--- config.mk ---
export PLATFORM = sky130hd
export DESIGN_NAME = murmur3_32_hash_core
export DESIGN_NICKNAME = d
export VERILOG_FILES = /design/src/sv/mm3_pkg.sv /design/src/sv/murmur3_32_hash_core.sv /design/src/sv/mm3_datapath.sv /design/src/sv/mm3_ctrl.sv
export VERILOG_INCLUDE_DIRS = /design/src /design/src/sv
export SDC_FILE = /design/constraint.sdc
export NUM_CORES = 2
export LEC_CHECK = 0
export ABC_AREA = 1
export BUFFER_PORTS_ARGS = -buffer_cell sky130_fd_sc_hd__buf_4
export CAP_MARGIN = 20
export CORE_ASPECT_RATIO = 1.1
export CORE_MARGIN = 3
export CORE_UTILIZATION = 40
export CTS_CLUSTER_SIZE = 16
export DETAILED_ROUTE_END_ITERATION = 7
export PLACE_DENSITY = 0.63
export SLEW_MARGIN = 0
export SYNTH_ARGS = -nofsm -noshare
export SYNTH_HDL_FRONTEND = slang
export SYNTH_SLANG_ARGS = --single-unit
export TNS_END_PERCENT = 30
--- constraint.sdc ---
create_clock -name clk -period 16.1 [get_ports clk]
set_clock_uncertainty 0.15 [all_clocks]
set_input_delay 0 -clock clk [delete_from_list [all_inputs] [get_ports clk]]
set_output_delay 0 -clock clk [all_outputs]
set_load 0.05 [all_outputs]
--- src/sv/murmur3_32_hash_core_macros.svh ---
// Assertion helpers for the RTL, used by mm3_ctrl. Both sample on clk and are off while rst_n is low.
`ifndef MURMUR3_32_HASH_CORE_MACROS_SVH
`define MURMUR3_32_HASH_CORE_MACROS_SVH

// Same-cycle implication.
`define MM3_ASSERT_IMP(lbl, ante, cons, msg) \
  lbl: assert property (@(posedge clk) disable iff (!rst_n) (ante) |-> (cons)) else $error(msg);

// Next-cycle implication.
`define MM3_ASSERT_NXT(lbl, ante, cons, msg) \
  lbl: assert property (@(posedge clk) disable iff (!rst_n) (ante) |=> (cons)) else $error(msg);

`endif

--- src/sv/mm3_pkg.sv ---
package mm3_pkg;

  localparam logic [31:0] MM3_C1        = 32'hcc9e2d51;
  localparam logic [31:0] MM3_C2        = 32'h1b873593;
  localparam logic [31:0] MM3_MIX_N     = 32'he6546b64;
  localparam logic [31:0] MM3_F1        = 32'h85ebca6b;
  localparam logic [31:0] MM3_F2        = 32'hc2b2ae35;
  localparam logic [31:0] MM3_SEED_RST  = 32'hFFFFFFFF;
  localparam logic [1:0]  MM3_PEND_FULL = 2'd3;

  typedef enum logic [2:0] {
    OP_NOP,
    OP_ABSORB,
    OP_TAIL_C1,
    OP_MUL_C2,
    OP_MIX_WORD,
    OP_FIN_F1,
    OP_FIN_F2,
    OP_DONE
  } dp_op_t;

  typedef struct packed {
    dp_op_t op;
  } dp_cmd_t;

  typedef struct packed {
    logic word_full;
  } dp_sts_t;

  typedef enum logic [2:0] {
    S_IDLE,
    S_WORD_C2,
    S_WORD_MIX,
    S_TAIL_C1,
    S_TAIL_C2,
    S_FIN_F1,
    S_FIN_F2,
    S_OUT
  } ctrl_state_t;

endpackage

--- src/sv/murmur3_32_hash_core.sv ---
// MurmurHash3 x86_32 engine taking one message byte per beat, seeded from the seed register
// (cfg_we/cfg_data, reset 0xFFFFFFFF; write it only between messages). A beat with
// in_byte_present low adds no byte; in_last closes the message and yields one hash beat,
// an empty message included. One 32x32 multiplier is shared by all scramble and
// finalization multiplies. A beat that completes a 4-byte word adds the C2 and mix steps, a
// closing beat the tail C1, C2, F1 and F2 steps; in_stall holds off new beats during them.
// The next message may start while the previous hash waits on out_stall.
module murmur3_32_hash_core (
  input  logic        clk,
  input  logic        rst_n,
  input  logic        cfg_we,
  input  logic [31:0] cfg_data,
  input  logic        in_valid,
  output logic        in_stall,
  input  logic [7:0]  in_data_byte,
  input  logic        in_byte_present,
  input  logic        in_last,
  output logic        out_valid,
  input  logic        out_stall,
  output logic [31:0] out_hash_value
);
  import mm3_pkg::*;

  dp_cmd_t cmd;
  dp_sts_t sts;

  mm3_ctrl u_ctrl (
    .clk       (clk),
    .rst_n     (rst_n),
    .in_valid  (in_valid),
    .in_stall  (in_stall),
    .in_last   (in_last),
    .out_valid (out_valid),
    .out_stall (out_stall),
    .cmd       (cmd),
    .sts       (sts)
  );

  mm3_datapath u_datapath (
    .clk             (clk),
    .rst_n           (rst_n),
    .cmd             (cmd),
    .sts             (sts),
    .cfg_we          (cfg_we),
    .cfg_data        (cfg_data),
    .in_data_byte    (in_data_byte),
    .in_byte_present (in_byte_present),
    .out_hash_value  (out_hash_value)
  );

endmodule

--- src/sv/mm3_datapath.sv ---
module mm3_datapath (
  input  logic             clk,
  input  logic             rst_n,
  input  mm3_pkg::dp_cmd_t cmd,
  output mm3_pkg::dp_sts_t sts,
  input  logic             cfg_we,
  input  logic [31:0]      cfg_data,
  input  logic [7:0]       in_data_byte,
  input  logic             in_byte_present,
  output logic [31:0]      out_hash_value
);
  import mm3_pkg::*;

  logic [31:0] seed_r, seed_nxt;
  logic [31:0] hash_r, hash_nxt;
  logic [23:0] pend_r, pend_nxt;
  logic [1:0]  cnt_r, cnt_nxt;
  logic [31:0] len_r, len_nxt;
  logic        in_msg_r, in_msg_nxt;
  logic [31:0] acc_r, acc_nxt;
  logic [31:0] out_r, out_nxt;

  logic [31:0] mul_a, mul_b, prod;
  logic [31:0] fin_t, mix_x, mix_h;

  assign sts.word_full = in_byte_present && (cnt_r == MM3_PEND_FULL);

  assign fin_t = hash_r ^ acc_r ^ len_r;
  assign mix_x = hash_r ^ acc_r;
  assign mix_h = {mix_x[18:0], mix_x[31:19]};

  // Single shared multiplier, low 32 bits of the product.
  always_comb begin
    mul_a = acc_r;
    mul_b = MM3_C1;
    unique case (cmd.op)
      OP_ABSORB: begin
        mul_a = {in_data_byte, pend_r};
        mul_b = MM3_C1;
      end
      OP_TAIL_C1: begin
        mul_a = {8'h00, pend_r};
        mul_b = MM3_C1;
      end
      OP_MUL_C2: begin
        mul_a = {acc_r[16:0], acc_r[31:17]};
        mul_b = MM3_C2;
      end
      OP_FIN_F1: begin
        mul_a = fin_t ^ (fin_t >> 16);
        mul_b = MM3_F1;
      end
      OP_FIN_F2: begin
        mul_a = acc_r ^ (acc_r >> 13);
        mul_b = MM3_F2;
      end
      default: begin
        mul_a = acc_r;
        mul_b = MM3_C1;
      end
    endcase
  end

  assign prod = mul_a * mul_b;

  always_comb begin
    seed_nxt   = seed_r;
    hash_nxt   = hash_r;
    pend_nxt   = pend_r;
    cnt_nxt    = cnt_r;
    len_nxt    = len_r;
    in_msg_nxt = in_msg_r;
    acc_nxt    = acc_r;
    out_nxt    = out_r;

    if (cfg_we) begin
      seed_nxt = cfg_data;
      if (!in_msg_r) begin
        hash_nxt = cfg_data;
      end
    end

    unique case (cmd.op)
      OP_ABSORB: begin
        if (in_byte_present) begin
          in_msg_nxt = 1'b1;
          len_nxt    = len_r + 32'd1;
          unique case (cnt_r)
            2'd0: pend_nxt[7:0]   = in_data_byte;
            2'd1: pend_nxt[15:8]  = in_data_byte;
            2'd2: pend_nxt[23:16] = in_data_byte;
            default: begin
              acc_nxt  = prod;
              pend_nxt = '0;
            end
          endcase
          cnt_nxt = cnt_r + 2'd1;
        end
      end
      OP_TAIL_C1, OP_MUL_C2, OP_FIN_F1, OP_FIN_F2: begin
        acc_nxt = prod;
      end
      OP_MIX_WORD: begin
        hash_nxt = {mix_h[29:0], 2'b00} + mix_h + MM3_MIX_N;
      end
      OP_DONE: begin
        out_nxt    = acc_r ^ (acc_r >> 16);
        hash_nxt   = seed_r;
        pend_nxt   = '0;
        cnt_nxt    = '0;
        len_nxt    = '0;
        in_msg_nxt = 1'b0;
      end
      default: begin
        acc_nxt = acc_r;
      end
    endcase
  end

  always_ff @(posedge clk) begin
    if (!rst_n) begin
      seed_r   <= MM3_SEED_RST;
      hash_r   <= MM3_SEED_RST;
      pend_r   <= '0;
      cnt_r    <= '0;
      len_r    <= '0;
      in_msg_r <= 1'b0;
    end else begin
      seed_r   <= seed_nxt;
      hash_r   <= hash_nxt;
      pend_r   <= pend_nxt;
      cnt_r    <= cnt_nxt;
      len_r    <= len_nxt;
      in_msg_r <= in_msg_nxt;
    end
  end

  always_ff @(posedge clk) begin
    acc_r <= acc_nxt;
    out_r <= out_nxt;
  end

  assign out_hash_value = out_r;

endmodule

--- src/sv/mm3_ctrl.sv ---
`include "murmur3_32_hash_core_macros.svh"

module mm3_ctrl (
  input  logic             clk,
  input  logic             rst_n,
  input  logic             in_valid,
  output logic             in_stall,
  input  logic             in_last,
  output logic             out_valid,
  input  logic             out_stall,
  output mm3_pkg::dp_cmd_t cmd,
  input  mm3_pkg::dp_sts_t sts
);
  import mm3_pkg::*;

  ctrl_state_t state_r, state_nxt;
  logic        last_r, last_nxt;
  logic        out_valid_r, out_valid_nxt;
  logic        out_free;
  logic        accept;

  assign out_free = !out_valid_r || !out_stall;
  assign accept   = in_valid && !in_stall;

  always_ff @(posedge clk) begin
    if (!rst_n) begin
      state_r     <= S_IDLE;
      last_r      <= 1'b0;
      out_valid_r <= 1'b0;
    end else begin
      state_r     <= state_nxt;
      last_r      <= last_nxt;
      out_valid_r <= out_valid_nxt;
    end
  end

  always_comb begin
    state_nxt     = state_r;
    last_nxt      = last_r;
    out_valid_nxt = out_valid_r && out_stall;
    in_stall      = 1'b1;
    cmd.op        = OP_NOP;

    unique case (state_r)
      S_IDLE: begin
        in_stall = 1'b0;
        if (in_valid) begin
          cmd.op   = OP_ABSORB;
          last_nxt = in_last;
          if (sts.word_full) begin
            state_nxt = S_WORD_C2;
          end else if (in_last) begin
            state_nxt = S_TAIL_C1;
          end
        end
      end
      S_WORD_C2: begin
        cmd.op    = OP_MUL_C2;
        state_nxt = S_WORD_MIX;
      end
      S_WORD_MIX: begin
        cmd.op    = OP_MIX_WORD;
        state_nxt = last_r ? S_TAIL_C1 : S_IDLE;
      end
      S_TAIL_C1: begin
        cmd.op    = OP_TAIL_C1;
        state_nxt = S_TAIL_C2;
      end
      S_TAIL_C2: begin
        cmd.op    = OP_MUL_C2;
        state_nxt = S_FIN_F1;
      end
      S_FIN_F1: begin
        cmd.op    = OP_FIN_F1;
        state_nxt = S_FIN_F2;
      end
      S_FIN_F2: begin
        cmd.op    = OP_FIN_F2;
        state_nxt = S_OUT;
      end
      S_OUT: begin
        // hold until the result register is free
        if (out_free) begin
          cmd.op        = OP_DONE;
          out_valid_nxt = 1'b1;
          state_nxt     = S_IDLE;
        end
      end
      default: begin
        state_nxt = S_IDLE;
      end
    endcase
  end

  assign out_valid = out_valid_r;

  `MM3_ASSERT_NXT(a_word_mix, accept && sts.word_full, state_r == S_WORD_C2, "full word not mixed")
  `MM3_ASSERT_NXT(a_tail_go, accept && !sts.word_full && in_last, state_r == S_TAIL_C1, "last beat not finalized")
  `MM3_ASSERT_NXT(a_out_load, state_r == S_OUT && out_free, out_valid_r, "result beat not posted")
  `MM3_ASSERT_IMP(a_out_src, $rose(out_valid_r), $past(state_r) == S_OUT, "result beat out of sequence")

endmodule

Word-level counts from Yosys, hierarchy flattened

Cells that the tools add are included.

Output and inout port bits: 34
Bits in registers: 192
Word-level logic and storage cells: 104
Bits of input ports: 47

Reductions and logical operators: 24
Multipliers: 1
Equality and inequality tests: 26
Mux-type cells: 31
Add/subtract/negate cells: 4
Bitwise operators: 5

Operator list:

| kind                                           | count |
|---|---|
| one-hot mux 32 bit (2 select lines)            | 3 |
| two-way mux 32 bit                             | 5 |
| one-hot mux 32 bit (5 select lines)            | 1 |
| one-hot mux 32 bit (3 select lines)            | 1 |
| XOR 32 x 16 -> 32 bit                          | 2 |
| XOR 32 bit                                     | 2 |
| one-hot mux 24 bit (2 select lines)            | 1 |
| one-hot mux 8 bit (2 select lines)             | 3 |
| adder 32 x 1 -> 32 bit (second input constant) | 1 |
| adder 32 bit                                   | 1 |
| adder 32 bit (second input constant)           | 1 |
| multiplier 32 x 32 -> 32 bit                   | 1 |
| XOR 32 x 19 -> 32 bit                          | 1 |
| == test 3 bit (second input constant)          | 8 |
| two-way mux 24 bit                             | 1 |
| one-hot mux 3 bit (8 select lines)             | 1 |
| one-hot mux 3 bit (7 select lines)             | 1 |
| two-way mux 3 bit                              | 5 |
| AND reduction 3 bit                            | 5 |
| == test 3 x 2 -> 1 bit (second input constant) | 4 |
| != test 2 bit (second input constant)          | 6 |
| OR reduction 2 bit                             | 4 |
| == test 3 x 1 -> 1 bit (second input constant) | 2 |
| != test 3 bit (second input constant)          | 2 |
| other kinds (18)                               | 29 |

Depth between registers and ports, before layout

Word-level depth: 10
Depth in mapped cells: 46
Gate-level depth less buffers: 45

Cells and area by module

From an unflattened synthesis, not the netlist that was laid out.

Cell total of the unflattened synthesis: 3,519
Area total of the unflattened synthesis: 27,279.9 µm²

Modules (own cells, without submodules):

| module       | instances | area each (µm²) | seq. area each (µm²) | cells an instance |
|---|---|---|---|---|
| mm3_datapath | 1         | 26,972.1        | 4,384.2              | 3,468 |
| mm3_ctrl     | 1         | 307.8           | 100.1                | 51 |

Worst setup path before layout

OpenSTA, ideal clock, no wires.

Path kind: reg-to-reg
Start: register u_ctrl.state_r[2]
End: register u_datapath.acc_r[29], data pin
Cell stages (with the launch flop): 39
Required time: 15.697 ns
Data arrival time: 7.771 ns
Path buffers: 2
Path slack: 7.926 ns
Period minus slack after synthesis: 8.174 ns
Library setup time: 0.253 ns
Cells stage by stage: dfxtp_1 -> inv_2 -> nor2_4 -> inv_2 -> buf_6 -> clkbuf_1 -> a21oi_1 -> inv_1 -> nand2_1 -> inv_1 -> nand4_1 -> o21ai_0 -> nor2_1 -> inv_1 -> fa_1 -> inv_1 -> fa_1 -> fa_1 -> [... 3 more ...] -> fa_1 -> inv_1 -> fa_1 -> inv_1 -> fa_1 -> inv_1 -> fa_1 -> inv_1 -> ha_1 -> nand2_1 -> o21ai_0 -> a21oi_1 -> o21ai_0 -> a21boi_1 -> o21ai_0 -> nand2_1 -> nand4_1 -> nand2_1

Cells in the longest elaborated chain, start to end: 9
Elaborated cells on any way between the ends: 22
Classes of those cells: mul (1); eq/ne (12); mux (6); reduce/logical (3)

Ends and longest elaborated chain:

| what                                                                                              | line                                   | RTL |
|---|---|---|
| start, declared                                                                                   | mm3_ctrl.sv:16                         | `ctrl_state_t state_r, state_nxt;` |
| start signal, assigned                                                                            | mm3_ctrl.sv:31                         | `state_r <= state_nxt;` |
| == test 3 x 1 -> 1 bit / == test 3 bit (equally long branches)                                    | mm3_ctrl.sv:44                         | `unique case (state_r)` |
| OR reduction 2 bit (no source line)                                                               | --                                     |  |
| one-hot mux 3 bit (7 select lines) *                                                              | mm3_ctrl.sv:44                         |  |
| == test 3 bit (tied with other cells)                                                             | mm3_datapath.sv:36, mm3_datapath.sv:83 |  |
| one-hot mux 32 bit (5 select lines) / one-hot mux 32 bit (3 select lines) (equally long branches) | mm3_datapath.sv:36                     | `unique case (cmd.op)` |
| multiplier 32 x 32 -> 32 bit                                                                      | mm3_datapath.sv:64                     | `assign prod = mul_a * mul_b;` |
| two-way mux 32 bit                                                                                | mm3_datapath.sv:88                     | `unique case (cnt_r)` |
| two-way mux 32 bit                                                                                | mm3_datapath.sv:85                     | `if (in_byte_present) begin` |
| one-hot mux 32 bit (2 select lines) *                                                             | mm3_datapath.sv:83                     | `unique case (cmd.op)` |
| net u_datapath.acc_nxt[29]                                                                        | mm3_datapath.sv:20                     | `logic [31:0] acc_r, acc_nxt;` |
| end signal, assigned                                                                              | mm3_datapath.sv:139                    | `acc_r <= acc_nxt;` |
| end, declared                                                                                     | mm3_datapath.sv:20                     |  |

The timed path passes the listed nets; every way through them passes the cells marked *. The select of a mux whose other input is x is not followed.
A chain may end at the register's enable or synchronous reset.

Worst setup path after layout

Start: register u_datapath.acc_r[22]
End: register u_datapath.acc_r[29], data pin

Cells in the longest elaborated chain, start to end: 8
Elaborated cells on any way between the ends: 9
Classes of those cells: mul (1); mux (4); bitwise (4)

Ends and longest elaborated chain:

| what                                  | line               | RTL |
|---|---|---|
| XOR 32 bit (2 in series)              | mm3_datapath.sv:28 | `assign fin_t = hash_r ^ acc_r ^ len_r;` |
| XOR 32 x 16 -> 32 bit                 | mm3_datapath.sv:50 | `mul_a = fin_t ^ (fin_t >> 16);` |
| one-hot mux 32 bit (5 select lines) * | mm3_datapath.sv:36 |  |
| multiplier 32 x 32 -> 32 bit *        | mm3_datapath.sv:64 |  |
| two-way mux 32 bit                    | mm3_datapath.sv:88 |  |
| two-way mux 32 bit                    | mm3_datapath.sv:85 |  |
| one-hot mux 32 bit (2 select lines) * | mm3_datapath.sv:83 |  |
| net u_datapath.acc_nxt[29]            | mm3_datapath.sv:20 |  |

Marks and branches as above.

==> metrics list <==
- Entering global routing, the biggest net connects 57 pins.
* HP Start: in_data_byte[1]
- Number of buffers inserted to repair setup after CTS: 0
- For this run, the detailed router's first-pass iteration total came to 6.
- Worst-path clk slew: 90 ps
* Via count of the first global-routing pass: 23800
- Post-Synthesis Mean Instance Area: 7.85 sq um
- HPWL after DPL: 93200 microns
- Reg-to-reg startpoint: u_datapath.acc_r[22]
- Number of max-capacitance violations reported: 0
- Subtracting the final worst setup slack from the clock period gives 9820 ps.
- The first global-routing pass estimated 159000 microns of wire.
- Number of enable-type register cells in the synthesized netlist: 64
- Floorplan core area: 65500 sq um
* DR WL/cell: 25.2 microns
- For this configuration, the core starts out at a cell density of 0.407.
- From synthesis to final layout, the design area changed by 12.1%.
- DRC: 0
- Clock sink total: 192
- The total overflow left after global routing is 0.
- Run status: finished, final reports clean
- In this run the core area contains 98 standard-cell rows.
* Most frequent cells in the layout: sky130_fd_sc_hd__inv_1 (829), sky130_fd_sc_hd__nand2_1 (714), sky130_fd_sc_hd__fa_1 (404)
- Sum of routed wire length over all layers: 111000 microns
- For the worst-skew pair, the clock arrives at the later sink with an insertion delay of 510 ps.
- The min-delay analysis places its worst path in the category in -> reg.
* Area leader, netlist: sky130_fd_sc_hd__fa_1
* Synth async-reset ratio: 0
* Crit Path Category: reg -> reg
* Endpoint of the lowest-slack register-to-register path: u_datapath.acc_r[29]
* Element type at the critical path end: register
* Synth Net Count: 4030
- The clock tree synthesis step divided the H-tree into 4 levels.
- For this run, the number of Yosys warnings is 0.
- Die Span X: 252 microns
- Register area share after synthesis: 0.168
- Num CTS Buffers: 17
* Via density per instance: 5.32
* Most instantiated flip-flop cell in the synthesis netlist: sky130_fd_sc_hd__dfxtp_1
- Final design utilization: 0.456
- The final layout contains 4185 nets.
- Synthesized flop and latch total: 192
* Height of the die: 277 microns
- At the pin with the least slew margin, the transition time is 1180 ps.
* Total number of vias: 23500
- Total Routing Usage GR: 0.321
- In this design, the stage delay of the slowest critical-path cell is 840 ps.
- Final Hold Viols: 0
- Of the post-synthesis cell area, the dominant cell type holds 0.304.
- Cell depth of the worst hold path: 4
- Total of endpoints with negative setup slack in the final report: 0
* RSZ-0062 raised after global routing: no
- Post-Syn Area: 26600 sq um
* Minimum setup slack among reg-to-reg paths: 6280 ps
* Number of port buffers: 80
- Data on the critical path arrives at its endpoint at 9930 ps.
* Largest fanout of any net on the critical path: 7
- Crit path required time: 16210 ps
- Initial antenna violation count: 2
- CTS tree: built
- Hold timing on the final database bottoms out at a slack of 213 ps.
- Post-route clock period utilization: 0.610
- Final RePlAce weighted congestion: 1.08
* Slowest stage cell, crit path: sky130_fd_sc_hd__edfxtp_1
* Leading post-synthesis cells by cell area: sky130_fd_sc_hd__fa_1 (30%), sky130_fd_sc_hd__inv_1 (12%), sky130_fd_sc_hd__nand2_1 (10%)
* Relative slew slack: 0.213
- Clock root buffer: sky130_fd_sc_hd__clkbuf_16
* Crit path launch type: register
- Maximum root-to-sink buffer count: 2
- Slew Viols, Final: 0
- Of the cells placed in the final design, the portion with a size suffix greater than 1 is 0.0615.
- The first routing iteration left 2149 violations.
* Final total negative setup slack: 0 ps
* Syn Inst Count: 3392
- The floorplan step defined a die boundary enclosing 69700 sq um.
* Worst Hold End: u_datapath.pend_r[1]
* I/O pin total: 81
- Most common cell after layout, fill and taps aside: sky130_fd_sc_hd__inv_1
- The detail route stage leaves a number of antenna-violating nets equal to 0.
- Worst r2r path cells: 36
* Highest achievable clock rate: 102 MHz
* Yosys cell types: 58
## logic make-up (layout without fill, tap and decap cells)
family / after synthesis / in the layout / synth area share
AND/OR/NAND/NOR: 1180 / 1180 / 0.192
buffers and inverters: 922 / 1090 / 0.132
adder cells (fa/ha/maj): 591 / 591 / 0.392
AO/OA/AOI/OAI: 422 / 422 / 0.0876
flip-flops: 192 / 192 / 0.168
XOR/XNOR: 85 / 85 / 0.0280
other: 0 / 1 / 0
## routing by layer
layer / GRT usage / share of wire / wire, microns / vias to the layer above
met5: 0 / 0 / 0 / -
met4: 0.232 / 0.086 / 9510 / 0
met3: 0.0563 / 0.074 / 8250 / 327
met2: 0.514 / 0.46 / 50800 / 1113
met1: 0.389 / 0.38 / 42400 / 11400
li1: - / - / - / 10700
## layout make-up
class                           instances  area [sq um]
Fill cell                            6683         35600
Multi-Input combinational cell       2278         18600
Sequential cell                       192          4480
Inverter                              847          3180
Timing Repair Buffer                  211          1870
Tap cell                              850          1060
Clock buffer                           17           425
Clock inverter                         15           184
Antenna cell                            1          2.50
## critical path, delay by kind of cell (launching register included)
kind                     cells  cell delay, ps
AO/OA/AOI/OAI               10            2010
XOR/XNOR                     1             250
adder cells (fa/ha/maj)      9            3910
buffers and inverters        6             810
flip-flops                   1             840
AND/OR/NAND/NOR             10            1600
## repair_timing
action	CTS	global route
endpoints found under the setup margin	0	0
hold endpoints to repair	101	0
resized for setup	0	0
hold buffers	114	0
## metrics by stage
stage	setup slack, ps	area (sq um)	instances
finish	6280	29800	4411
global route	5900	29800	4410
CTS	6460	29800	4410
detailed placement	6500	28100	4264
global placement	6470	28100	4264
floorplan	7930	26600	3392
## state kept, by name, summed over array words and instances (netlist names)
signal,cells
u_ctrl.last_r,1
u_ctrl.out_valid,1
u_ctrl.state_r,3
u_datapath.acc_r,32
u_datapath.cnt_r,2
u_datapath.hash_r,32
u_datapath.in_msg_r,1
u_datapath.len_r,32
u_datapath.out_hash_value,32
u_datapath.pend_r,24
u_datapath.seed_r,32
## worst max-delay path by stage
stage                          from                    to  slack (ps)
2_1_floorplan     u_ctrl.state_r[2]  u_datapath.acc_r[29]        7930
3_3_place_gp   u_datapath.acc_r[22]  u_datapath.acc_r[29]        6470
3_5_place_dp   u_datapath.acc_r[22]  u_datapath.acc_r[29]        6500
4_1_cts        u_datapath.acc_r[22]  u_datapath.acc_r[29]        6460
5_1_grt           u_ctrl.state_r[1]  u_datapath.acc_r[29]        5900
6_report       u_datapath.acc_r[22]  u_datapath.acc_r[29]        6280
## Yosys cell counts (15+ instances only)
| cell type | n |
|---|---|
| sky130_fd_sc_hd__edfxtp_1 | 64 |
| sky130_fd_sc_hd__o21ai_0 | 148 |
| sky130_fd_sc_hd__xor2_1 | 66 |
| sky130_fd_sc_hd__nor3_1 | 20 |
| sky130_fd_sc_hd__fa_1 | 404 |
| sky130_fd_sc_hd__inv_1 | 830 |
| sky130_fd_sc_hd__a21oi_1 | 181 |
| sky130_fd_sc_hd__nand2_2 | 15 |
| sky130_fd_sc_hd__nand4_1 | 21 |
| sky130_fd_sc_hd__o211ai_1 | 25 |
| sky130_fd_sc_hd__nand2_1 | 714 |
| sky130_fd_sc_hd__nor2_1 | 169 |
| sky130_fd_sc_hd__dfxtp_1 | 128 |
| sky130_fd_sc_hd__ha_1 | 187 |
| sky130_fd_sc_hd__xnor2_1 | 19 |
| sky130_fd_sc_hd__nand3_1 | 180 |
| sky130_fd_sc_hd__clkbuf_1 | 51 |
Power is not shown: default switching activity piles up to over one toggle a cycle in this logic, so the estimate is an artifact.
